$ cat config.mk
export PLATFORM = sky130hd
export DESIGN_NAME = wheel_trial_division_factorizer_top
export DESIGN_NICKNAME = d
export VERILOG_FILES = /design/src/wtdf_pkg.sv /design/src/wtdf_divider.sv /design/src/wheel_trial_division_factorizer_top.sv
export SDC_FILE = /design/constraint.sdc
export NUM_CORES = 1
export LEC_CHECK = 0
export BUFFER_PORTS_ARGS = -buffer_cell sky130_fd_sc_hd__buf_2
export CORE_ASPECT_RATIO = 1.2
export CORE_MARGIN = 3
export CORE_UTILIZATION = 40
export DETAILED_ROUTE_END_ITERATION = 8
export GPL_TIMING_DRIVEN = 0
export PLACE_DENSITY = 0.53
export SLEW_MARGIN = 20
export SYNTH_ARGS = -nofsm -noshare
export SYNTH_HDL_FRONTEND = slang
export SYNTH_SLANG_ARGS = --single-unit
export TNS_END_PERCENT = 1
$ cat constraint.sdc
create_clock -name clk_i -period 3.2 [get_ports clk_i]
set_input_delay 0.32 -clock clk_i [delete_from_list [all_inputs] [get_ports clk_i]]
set_output_delay 0.32 -clock clk_i [all_outputs]
set_load 0.005 [all_outputs]
$ cat src/wtdf_pkg.sv
// shared constants for the wheel trial-division factorizer
// no dependencies; imported by the top level and the divider

package wtdf_pkg;

  // default operand width
  localparam int unsigned VALUE_BITS_DEF = 31;

  // result field widths and limits
  localparam int unsigned EXP_BITS    = 5;
  localparam int unsigned MAX_RESULTS = 9;
  localparam int unsigned CNT_BITS    = $clog2(MAX_RESULTS + 1);

  // mod-30 wheel over 2, 3, 5
  localparam int unsigned WHEEL_START = 7;
  localparam int unsigned WHEEL_SIZE  = 8;
  localparam int unsigned WPOS_BITS   = $clog2(WHEEL_SIZE);
  localparam int unsigned INC_BITS    = 3;

  localparam logic [INC_BITS-1:0] WHEEL_INC [WHEEL_SIZE] = '{
    3'd4, 3'd2, 3'd4, 3'd2, 3'd4, 3'd6, 3'd2, 3'd6
  };

endpackage

$ cat src/wtdf_divider.sv
// restoring radix-2 divider, one quotient bit per cycle
// uses wtdf_pkg; shared by every trial division of the factorizer

module wtdf_divider #(
  parameter int unsigned VALUE_BITS = wtdf_pkg::VALUE_BITS_DEF
) (
  input  logic                  clk_i,
  input  logic                  rst_ni,
  input  logic                  start_i,
  input  logic [VALUE_BITS-1:0] dividend_i,
  input  logic [VALUE_BITS-1:0] divisor_i,
  output logic                  done_o,
  output logic [VALUE_BITS-1:0] quotient_o,
  output logic [VALUE_BITS-1:0] remainder_o
);
  import wtdf_pkg::*;

  localparam int unsigned CW = $clog2(VALUE_BITS + 1);

  logic                  busy_q;
  logic                  done_q;
  logic [CW-1:0]         cnt_q;
  logic [VALUE_BITS-1:0] quo_q, quo_d;
  logic [VALUE_BITS-1:0] rem_q, rem_d;
  logic [VALUE_BITS-1:0] dvs_q;
  logic [VALUE_BITS:0]   trial;
  logic [VALUE_BITS:0]   diff;
  logic                  ge;

  // shift in the next dividend bit and try a subtract
  always_comb begin
    trial = {rem_q, quo_q[VALUE_BITS-1]};
    diff  = trial - {1'b0, dvs_q};
    ge    = (trial >= {1'b0, dvs_q});
    rem_d = ge ? diff[VALUE_BITS-1:0] : trial[VALUE_BITS-1:0];
    quo_d = {quo_q[VALUE_BITS-2:0], ge};
  end

  always_ff @(posedge clk_i or negedge rst_ni) begin
    if (!rst_ni) begin
      busy_q <= 1'b0;
      done_q <= 1'b0;
      cnt_q  <= '0;
    end else if (start_i) begin
      busy_q <= 1'b1;
      done_q <= 1'b0;
      cnt_q  <= CW'(VALUE_BITS);
    end else if (busy_q) begin
      cnt_q <= cnt_q - CW'(1);
      if (cnt_q == CW'(1)) begin
        busy_q <= 1'b0;
        done_q <= 1'b1;
      end
    end else begin
      done_q <= 1'b0;
    end
  end

  always_ff @(posedge clk_i) begin
    if (start_i) begin
      quo_q <= dividend_i;
      rem_q <= '0;
      dvs_q <= divisor_i;
    end else if (busy_q) begin
      quo_q <= quo_d;
      rem_q <= rem_d;
    end
  end

  assign done_o      = done_q;
  assign quotient_o  = quo_q;
  assign remainder_o = rem_q;

endmodule

$ cat src/wheel_trial_division_factorizer_top.sv
// wheel trial-division factorizer: one value in, a run of (prime, exponent) beats out
// each trial division runs on the shared bit-serial divider; roughly 12400 trials
// for a large prime at 31 bits
// throughput: one value at a time; in_stall_o is high from accept until the last beat is queued
// reset: rst_ni asynchronous active low, clears the sequencer, holding slot and output beat
// uses wtdf_pkg and wtdf_divider

module wheel_trial_division_factorizer_top #(
  parameter int unsigned VALUE_BITS = wtdf_pkg::VALUE_BITS_DEF
) (
  input  logic                           clk_i,
  input  logic                           rst_ni,
  // input channel
  input  logic                           in_valid_i,
  output logic                           in_stall_o,
  input  logic [VALUE_BITS-1:0]          value_i,
  // result channel
  output logic                           out_valid_o,
  input  logic                           out_stall_i,
  output logic [VALUE_BITS-1:0]          prime_o,
  output logic [wtdf_pkg::EXP_BITS-1:0]  exponent_o,
  output logic                           empty_res_o,
  output logic                           last_o
);
  import wtdf_pkg::*;

  // sequencer states
  typedef enum logic [2:0] {
    S_IDLE,   // waiting for a value
    S_START,  // kick the divider with remainder / divisor
    S_WAIT,   // wait for quotient and remainder
    S_EMIT,   // queue (divisor, exponent) if the divisor divided
    S_ADV,    // step to the next trial divisor
    S_FINAL,  // queue a leftover cofactor above one
    S_FLUSH   // send the held beat with last set
  } state_e;

  state_e                 state_q;

  // working values
  logic [VALUE_BITS-1:0]  rem_q;     // cofactor not yet divided out
  logic [VALUE_BITS-1:0]  div_q;     // current trial divisor
  logic [WPOS_BITS-1:0]   wpos_q;    // wheel position
  logic                   wheel_q;   // past 2, 3 and 5
  logic [EXP_BITS-1:0]    exp_q;     // multiplicity of current divisor
  logic [CNT_BITS-1:0]    cnt_q;     // beats produced for this value

  // holding slot: a beat waits here until we know whether it is the last one
  logic                   pend_valid_q;
  logic [VALUE_BITS-1:0]  pend_prime_q;
  logic [EXP_BITS-1:0]    pend_exp_q;
  logic                   pend_empty_q;

  // output beat register
  logic                   out_valid_q;
  logic [VALUE_BITS-1:0]  out_prime_q;
  logic [EXP_BITS-1:0]    out_exp_q;
  logic                   out_empty_q;
  logic                   out_last_q;

  // divider hookup
  logic                   dv_start;
  logic                   dv_done;
  logic [VALUE_BITS-1:0]  dv_quo;
  logic [VALUE_BITS-1:0]  dv_rem;

  logic                   in_fire;
  logic                   out_free;
  logic                   room;
  logic                   out_load;
  logic [EXP_BITS-1:0]    exp_inc;

  assign dv_start = (state_q == S_START);
  assign in_fire  = in_valid_i && (state_q == S_IDLE);
  // output register can take a beat this cycle
  assign out_free = !out_valid_q || !out_stall_i;
  // holding slot can take a new beat (pushing the old one out if needed)
  assign room     = !pend_valid_q || out_free;
  // exponent saturates at all ones
  assign exp_inc  = (exp_q == '1) ? exp_q : exp_q + EXP_BITS'(1);

  // output register gets a new beat this cycle
  always_comb begin
    out_load = 1'b0;
    case (state_q)
      S_EMIT:  out_load = (cnt_q != CNT_BITS'(MAX_RESULTS)) && room && pend_valid_q;
      S_FINAL: out_load = (rem_q > VALUE_BITS'(1)) && (cnt_q != CNT_BITS'(MAX_RESULTS)) &&
                          room && pend_valid_q;
      S_FLUSH: out_load = out_free;
      default: out_load = 1'b0;
    endcase
  end

  wtdf_divider #(
    .VALUE_BITS (VALUE_BITS)
  ) u_divider (
    .clk_i       (clk_i),
    .rst_ni      (rst_ni),
    .start_i     (dv_start),
    .dividend_i  (rem_q),
    .divisor_i   (div_q),
    .done_o      (dv_done),
    .quotient_o  (dv_quo),
    .remainder_o (dv_rem)
  );

  always_ff @(posedge clk_i or negedge rst_ni) begin
    if (!rst_ni) begin
      state_q      <= S_IDLE;
      rem_q        <= '0;
      div_q        <= '0;
      wpos_q       <= '0;
      wheel_q      <= 1'b0;
      exp_q        <= '0;
      cnt_q        <= '0;
      pend_valid_q <= 1'b0;
      pend_prime_q <= '0;
      pend_exp_q   <= '0;
      pend_empty_q <= 1'b0;
      out_valid_q  <= 1'b0;
      out_prime_q  <= '0;
      out_exp_q    <= '0;
      out_empty_q  <= 1'b0;
      out_last_q   <= 1'b0;
    end else begin
      // beat taken downstream and nothing new loaded behind it
      if (out_valid_q && !out_stall_i && !out_load) begin
        out_valid_q <= 1'b0;
      end

      case (state_q)
        S_IDLE: begin
          if (in_fire) begin
            rem_q   <= value_i;
            wpos_q  <= '0;
            wheel_q <= 1'b0;
            exp_q   <= '0;
            cnt_q   <= '0;
            if (value_i < VALUE_BITS'(2)) begin
              // zero or one: a single empty marker
              div_q        <= '0;
              pend_valid_q <= 1'b1;
              pend_prime_q <= '0;
              pend_exp_q   <= '0;
              pend_empty_q <= 1'b1;
              state_q      <= S_FLUSH;
            end else begin
              div_q   <= VALUE_BITS'(2);
              state_q <= S_START;
            end
          end
        end

        S_START: begin
          state_q <= S_WAIT;
        end

        S_WAIT: begin
          if (dv_done) begin
            if (wheel_q && (exp_q == '0) && (div_q > dv_quo)) begin
              // divisor squared exceeds the cofactor
              state_q <= S_FINAL;
            end else if (dv_rem == '0) begin
              rem_q   <= dv_quo;
              exp_q   <= exp_inc;
              state_q <= S_START;
            end else if (exp_q != '0) begin
              state_q <= S_EMIT;
            end else begin
              state_q <= S_ADV;
            end
          end
        end

        S_EMIT: begin
          if (cnt_q == CNT_BITS'(MAX_RESULTS)) begin
            // result limit reached, factor dropped
            state_q <= S_ADV;
          end else if (room) begin
            if (pend_valid_q) begin
              out_valid_q <= 1'b1;
              out_prime_q <= pend_prime_q;
              out_exp_q   <= pend_exp_q;
              out_empty_q <= pend_empty_q;
              out_last_q  <= 1'b0;
            end
            pend_valid_q <= 1'b1;
            pend_prime_q <= div_q;
            pend_exp_q   <= exp_q;
            pend_empty_q <= 1'b0;
            cnt_q        <= cnt_q + CNT_BITS'(1);
            state_q      <= S_ADV;
          end
        end

        S_ADV: begin
          exp_q   <= '0;
          state_q <= S_START;
          if (wheel_q) begin
            div_q  <= div_q + VALUE_BITS'(WHEEL_INC[wpos_q]);
            wpos_q <= wpos_q + WPOS_BITS'(1);
          end else if (div_q == VALUE_BITS'(5)) begin
            // 2, 3, 5 done; enter the wheel
            div_q   <= VALUE_BITS'(WHEEL_START);
            wpos_q  <= '0;
            wheel_q <= 1'b1;
          end else if (div_q == VALUE_BITS'(2)) begin
            div_q <= VALUE_BITS'(3);
          end else begin
            div_q <= VALUE_BITS'(5);
          end
        end

        S_FINAL: begin
          if ((rem_q <= VALUE_BITS'(1)) || (cnt_q == CNT_BITS'(MAX_RESULTS))) begin
            state_q <= S_FLUSH;
          end else if (room) begin
            // leftover cofactor is prime
            if (pend_valid_q) begin
              out_valid_q <= 1'b1;
              out_prime_q <= pend_prime_q;
              out_exp_q   <= pend_exp_q;
              out_empty_q <= pend_empty_q;
              out_last_q  <= 1'b0;
            end
            pend_valid_q <= 1'b1;
            pend_prime_q <= rem_q;
            pend_exp_q   <= EXP_BITS'(1);
            pend_empty_q <= 1'b0;
            exp_q        <= EXP_BITS'(1);
            cnt_q        <= cnt_q + CNT_BITS'(1);
            state_q      <= S_FLUSH;
          end
        end

        S_FLUSH: begin
          // every run holds at least one beat here
          if (out_free) begin
            out_valid_q  <= pend_valid_q;
            out_prime_q  <= pend_prime_q;
            out_exp_q    <= pend_exp_q;
            out_empty_q  <= pend_empty_q;
            out_last_q   <= 1'b1;
            pend_valid_q <= 1'b0;
            state_q      <= S_IDLE;
          end
        end

        default: begin
          state_q <= S_IDLE;
        end
      endcase
    end
  end

  assign in_stall_o  = (state_q != S_IDLE);
  assign out_valid_o = out_valid_q;
  assign prime_o     = out_prime_q;
  assign exponent_o  = out_exp_q;
  assign empty_res_o = out_empty_q;
  assign last_o      = out_last_q;

endmodule

After elaboration in Yosys (flattened, before gate mapping)
Memory sizes are Yosys's and may differ from the RTL's. Index checks and enable logic that the tools add are counted.

Logic and storage cells: 214. Register bits: 255. Memory bits (read-only): 24. Input port bits: 35. Memories: 1. Output and inout port bits: 40.

Mux-type cells: 112. Reduce and logical (&&, ||, !) cells: 39. Add/sub/neg operators: 6. Order comparisons: 6. Eq/ne operators: 27. Bitwise operators: 1.

Memory list: (name not given) (words 8, width 3, read ports 1, clocked after memory_dff 0, wr ports 0, line wheel_trial_division_factorizer_top.sv:200) `div_q <= div_q + VALUE_BITS'(WHEEL_INC[wpos_q]);`.

Operators by type and width (count): 31-bit 2-to-1 mux (20); 31-bit case mux with 3 select lines (2); 31-bit case mux with 2 select lines (2); 5-bit 2-to-1 mux (18); 3-bit 2-to-1 mux (18); 1-bit 2-to-1 mux (34); 32-bit by 31-bit greater-or-equal comparator with 1-bit output (1); 31-bit by 3-bit adder with 31-bit output (1); 31-bit by 2-bit == test with 1-bit output (second input constant) (1); 31-bit by 3-bit == test with 1-bit output (second input constant) (1); 31-bit by 1-bit greater-than comparator with 1-bit output (second input constant) (1); 31-bit greater-than comparator (1); 31-bit by 1-bit <= comparator with 1-bit output (second input constant) (1); 31-bit zero test (1); 31-bit by 2-bit < comparator with 1-bit output (second input constant) (1); 31-bit subtractor (1); 5-bit case mux with 3 select lines (2); 3-bit case mux with 7 select lines (1); 5-bit case mux with 4 select lines (1); 2-bit != test (second input constant) (9); 4-bit 2-to-1 mux (4); 1-bit case mux with 3 select lines (5); 5-bit AND reduction (3); 3-bit != test (second input constant) (4); other kinds (34) (58).

Logic depth before layout (Yosys ltp)
Word-level depth: 13. Depth in mapped cells: 14. Gate-level depth less buffers: 14.

Modules after synthesis
Synthesis repeated with hierarchy kept, for this count alone.

Cells, all modules: 1669. Area, all modules: 15482.3 um2.

Modules (own cells, without submodules): wheel_trial_division_factorizer_top (instances 1, cells each 1110, area an instance 9728.1 um2); wtdf_divider (instances 1, cells each 559, area an instance 5754.3 um2).

Worst setup path before layout
Ideal clock, no wire load.

Path kind: register to register. From: register u_divider.quo_q[30] (netlist: u_divider.quotient_o[30]). To: register u_divider.rem_q[10] (netlist: u_divider.remainder_o[10]). Period minus slack after synthesis: 2.970 ns. Buffers on the path: 2. Arrival time: 2.836 ns. Library setup time: 0.134 ns. Cell stages (with the launch flop): 15. Slack: 0.230 ns. Cells stage by stage: edfxtp_1 > inv_1 > ha_1 > fa_1 > and2b_4 > o2111ai_2 > a31oi_1 > o41ai_2 > a21oi_1 > a21boi_2 > a31oi_1 > buf_6 > buf_6 > mux2i_1 > a21oi_1.

Longest elaborated chain between the ends: 2. Elaborated cells between the ends (all ways): 3.

RTL lines: from (decl) (line wtdf_divider.sv:23) `logic [VALUE_BITS-1:0] quo_q, quo_d;`; from (signal assigned) (line wtdf_divider.sv:61) `quo_q <= dividend_i;`; from (signal assigned) (line wtdf_divider.sv:65) `quo_q <= quo_d;`; 31-bit subtractor / 32-bit by 31-bit greater-or-equal comparator with 1-bit output (equally long branches) (line wtdf_divider.sv:33, wtdf_divider.sv:34); 31-bit 2-to-1 mux * (line wtdf_divider.sv:35) `rem_d = ge ? diff[VALUE_BITS-1:0] : trial[VALUE_BITS-1:0];`; to (signal assigned) (line wtdf_divider.sv:66) `rem_q <= rem_d;`; to (decl) (line wtdf_divider.sv:24) `logic [VALUE_BITS-1:0] rem_q, rem_d;`.

Mark *: on every way between the ends. The rest lies on a longest branch, timed or not. A chain may end at the register's enable or synchronous reset.

Worst setup path in the final report
From: register u_divider.quo_q[30] (netlist: u_divider.quotient_o[30]). To: register u_divider.rem_q[14] (netlist: u_divider.remainder_o[14]).

The elaborated chain is that of the path after synthesis.

==> results.md <==
- Hold Path End: rem_q[20]$_DFFE_PN0P_
- Htree depth: 1
- VDD IR max: between 0.6 and 0.7 mV
- Initial core utilization: 0.407
- TritonCTS clock tree: built
- Worst Skew: 0.0118 ns
- Detailed-route DRC error count: 0
- Clock net sink count: 255
- Net Sw Power: between 7 and 8 mW
- Synthesized area per cell: 9.33 sq um
- Setup TNS: 0 ns
- Final Hold Viols: 0
- Leading area contributor after synthesis: dfrtp_1
- Avg WL per Cell: ~20 microns
- Post-synth ARST share: 0.635
- Die area: between 30000 and 40000 sq um
- Post-DP Area: 15000 sq um
- Commonest non-fill, non-tap cells in the layout: 234 x nand2_1, 160 x dfrtp_1, 157 x o21ai_0
- Worst-path clk slew: approximately 0.07 ns
- ANT cells: 0
- Gpl congestion: 0.879
- Via Count: approximately 12000
- Core area: about 34000 sq um
- P_int: roughly 10 mW
- Grt total ovfl: 0
- Worst hold start: value_i[20]
- Final worst setup slack: about 0.024 ns
- Critical Path RT: around 3.7 ns
- IO Port Bufs: 73
- RSZ-0062 raised after global routing: yes
- Comb pwr share: 0.483
- Synth cell types: just over 70
- CTS root buf: clkbuf_16
- Setup crit end kind: flip-flop
- Total GRT Usage: 0.225
- CP arrival: ~3.7 ns
- Slew headroom: 0.449
- Area grow syn2layout: 16.8%
- Sequential power share: 0.328
- Mapped Nets: approximately 1600
- Max Cap Viol: 0
- Slew Viols, Final: 0
- Clock Power Share: 0.189
- Predominant post-synthesis flop cell: dfrtp_1
- I/O pins: between 70 and 80
- DIE HEIGHT: 211 microns
- Pre-CTS setup slack: -0.709 ns
- Min Tclk post-route: 3.18 ns
- Min Hold Slack: slightly above 0.05 ns
- Worst r2r dst: u_divider.remainder_o[14]$_SDFFE_PP0P_
- Setup CP Type: reg -> reg
- Status: finished, final reports clean
- Vias in the first global route: roughly 12000
- Leak: ~7.3 nW
- Skew-Pair Late Insertion Delay: ~0.54 ns
- Cell total after placement: a little over 2000
- Longest Clk Path Bufs: 3
- Post-DP HPWL: approximately 32 mm
- Largest net degree at the start of global routing: 58
- EDFF count, synth: 62
- Post-DRT Antenna Nets: 0
- 1st-pass router iterations: 6
- Final worst-path cycle share: 0.993
- Die X: 176 microns
- R2R depth: 14
- Final Util: 0.476
- Setup slack, reg-to-reg: roughly 0.024 ns
- Cells taking the most area after synthesis: dfrtp_1 29%, edfxtp_1 13%, ha_1 6.6%
- FMAX: about 0.31 GHz
- FF-to-FF Start: u_divider.quotient_o[30]$_DFFE_PP_
- Vias/cell: around 5.6
- Fin nets: approximately 1700
- Initial antenna violation count: 0
- Worst-margin pin slew: roughly 0.82 ns
- Row cnt: 74
- Yosys Warn Count: 0
- Syn Inst Count: 1495
- #FFs+latches synth: between 200 and 300
- Sw frac: 0.414
- Post-synthesis sequential area ratio: 0.469
- Top-area cell type share of the netlist area: 0.291
- Final total power: ~17 mW
- Hold Crit Depth: 3
- Mapped Area: ~14000 sq um
- Min-Delay Path Class: in -> reg
- Routed wire length: roughly 42 mm
- CP max FO: 8
- Worst Setup Start Kind: flip-flop
- Non-filler cells, final: between 2000 and 2500
- Most common cell after layout, fill and taps aside: nand2_1
- Share of layout cells above drive strength 1: 0.152
- Total CTS buffers: 27
- Drt initial violations: roughly 940
- Final setup fails: 0
- Design area: around 16000 sq um
- Global-route wire length before repair: about 67 mm
- P per Cell Area: about 1000 nW/um^2
==> synth_stat cells, types with 3 or more instances <==
cell type / instances
a211oi_1: 6
a21boi_0: 5
a21o_1: 40
a21oi_1: 76
a22o_1: 7
a22oi_1: 36
a31oi_1: 42
a32oi_1: 3
and2_1: 9
and3_1: 14
buf_2: 9
buf_6: 3
clkbuf_1: 61
dfrtp_1: 162
dfxtp_1: 31
edfxtp_1: 62
ha_1: 74
inv_1: 89
mux2_2: 40
mux2i_1: 19
nand2_1: 235
nand2b_1: 8
nand3_1: 27
nand4_1: 18
nor2_1: 78
nor2b_1: 7
nor3_1: 17
nor3b_1: 3
nor4_1: 30
o211ai_1: 3
o21a_1: 14
o21ai_0: 163
o21ai_1: 3
o31ai_1: 13
o41ai_1: 4
or2_2: 4
or3_1: 5
or4_1: 3
xnor2_1: 17
xor2_1: 12
==> critical path, stage by stage (launching register included) <==
cell and delay, ns:
edfxtp_1 0.41, inv_2 0.14, ha_4 0.15, fa_2 0.20, and2b_4 0.21, o2111ai_4 0.23
a31oi_4 0.14, o41ai_4 0.37, a21oi_2 0.12, a21boi_2 0.27, a31oi_1 0.14, buf_6 0.18
buf_4 0.13, mux2_4 0.29, a21oi_2 0.12
==> power groups by stage <==
stage / Combinational, mW / Clock (mW) / Sequential, mW
finish: 8.25 / 3.22 / 5.59
global route: 9.23 / 3.44 / 5.74
CTS: 7.96 / 3.30 / 5.56
detailed placement: 7.69 / 0 / 5.60
global placement: 7.58 / 0 / 5.60
floorplan: 5.59 / 0 / 5.31
==> timing repair <==
item	4_1_cts	5_1_grt
gates cloned	0	0
gates resized for setup	33	41
setup buffers	4	12
setup endpoints to repair	145	110
hold buffers	1	0
endpoints found under the hold margin	56	0
pin swaps	5	16
==> area by class of cell <==
type,count,area [sq um]
tap,456,571
fill,3333,18000
clock buffer,34,743
clock inverter,15,161
sequential,255,6540
inverter,90,338
timing repair buffer,95,612
buffer,74,355
multi-input combinational,1076,6970
==> sequential cells by signal (all words and copies together), names as in the netlist <==
| register | flops |
|---|---|
| pend_valid_q | 1 |
| u_divider.done_o | 1 |
| out_valid_o | 1 |
| u_divider.quotient_o | 31 |
| empty_res_o | 1 |
| cnt_q | 4 |
| exp_q | 5 |
| state_q | 3 |
| u_divider.dvs_q | 31 |
| rem_q | 31 |
| div_q | 31 |
| u_divider.busy_q | 1 |
| pend_prime_q | 31 |
| wheel_q | 1 |
| u_divider.cnt_q | 5 |
| last_o | 1 |
| pend_exp_q | 5 |
| prime_o | 31 |
| u_divider.remainder_o | 31 |
| pend_empty_q | 1 |
| wpos_q | 3 |
| exponent_o | 5 |
==> worst max path at each step <==
stage / from / to / slack [ns] / cells past startpoint
floorplan: u_divider.quotient_o[30]$_DFFE_PP_ / u_divider.remainder_o[10]$_SDFFE_PP0P_ / 0.23 / 14
global placement: rst_ni / prime_o[12]$_DFFE_PN0P_ / -0.93 / 1
detailed placement: rem_q[27]$_DFFE_PN0P_ / pend_prime_q[4]$_DFFE_PN0P_ / -0.71 / 11
CTS: div_q[1]$_DFFE_PN0P_ / exp_q[1]$_DFFE_PN0P_ / -0.04 / 10
global route: u_divider.quotient_o[30]$_DFFE_PP_ / u_divider.remainder_o[14]$_SDFFE_PP0P_ / -0.09 / 14
finish: u_divider.quotient_o[30]$_DFFE_PP_ / u_divider.remainder_o[14]$_SDFFE_PP0P_ / 0.02 / 14
==> layer usage <==
metal	vias up	part of all wire	GRT usage
met5	-	0	0
met4	0	0.034	0.0745
met3	76	0.046	0.0241
met2	337	0.49	0.393
met1	5719	0.43	0.291
li1	5629	-	-
==> cells by family after synthesis <==
family                   after synthesis  synth area share
AO/OA/AOI/OAI                        442             0.197
XOR/XNOR                              29            0.0182
adder cells (fa/ha/maj)               76            0.0693
buffers and inverters                164            0.0466
flip-flops                           255             0.469
multiplexers                          60            0.0470
AND/OR/NAND/NOR                      469             0.153
No activity file was read; power rests on OpenSTA's default activity.
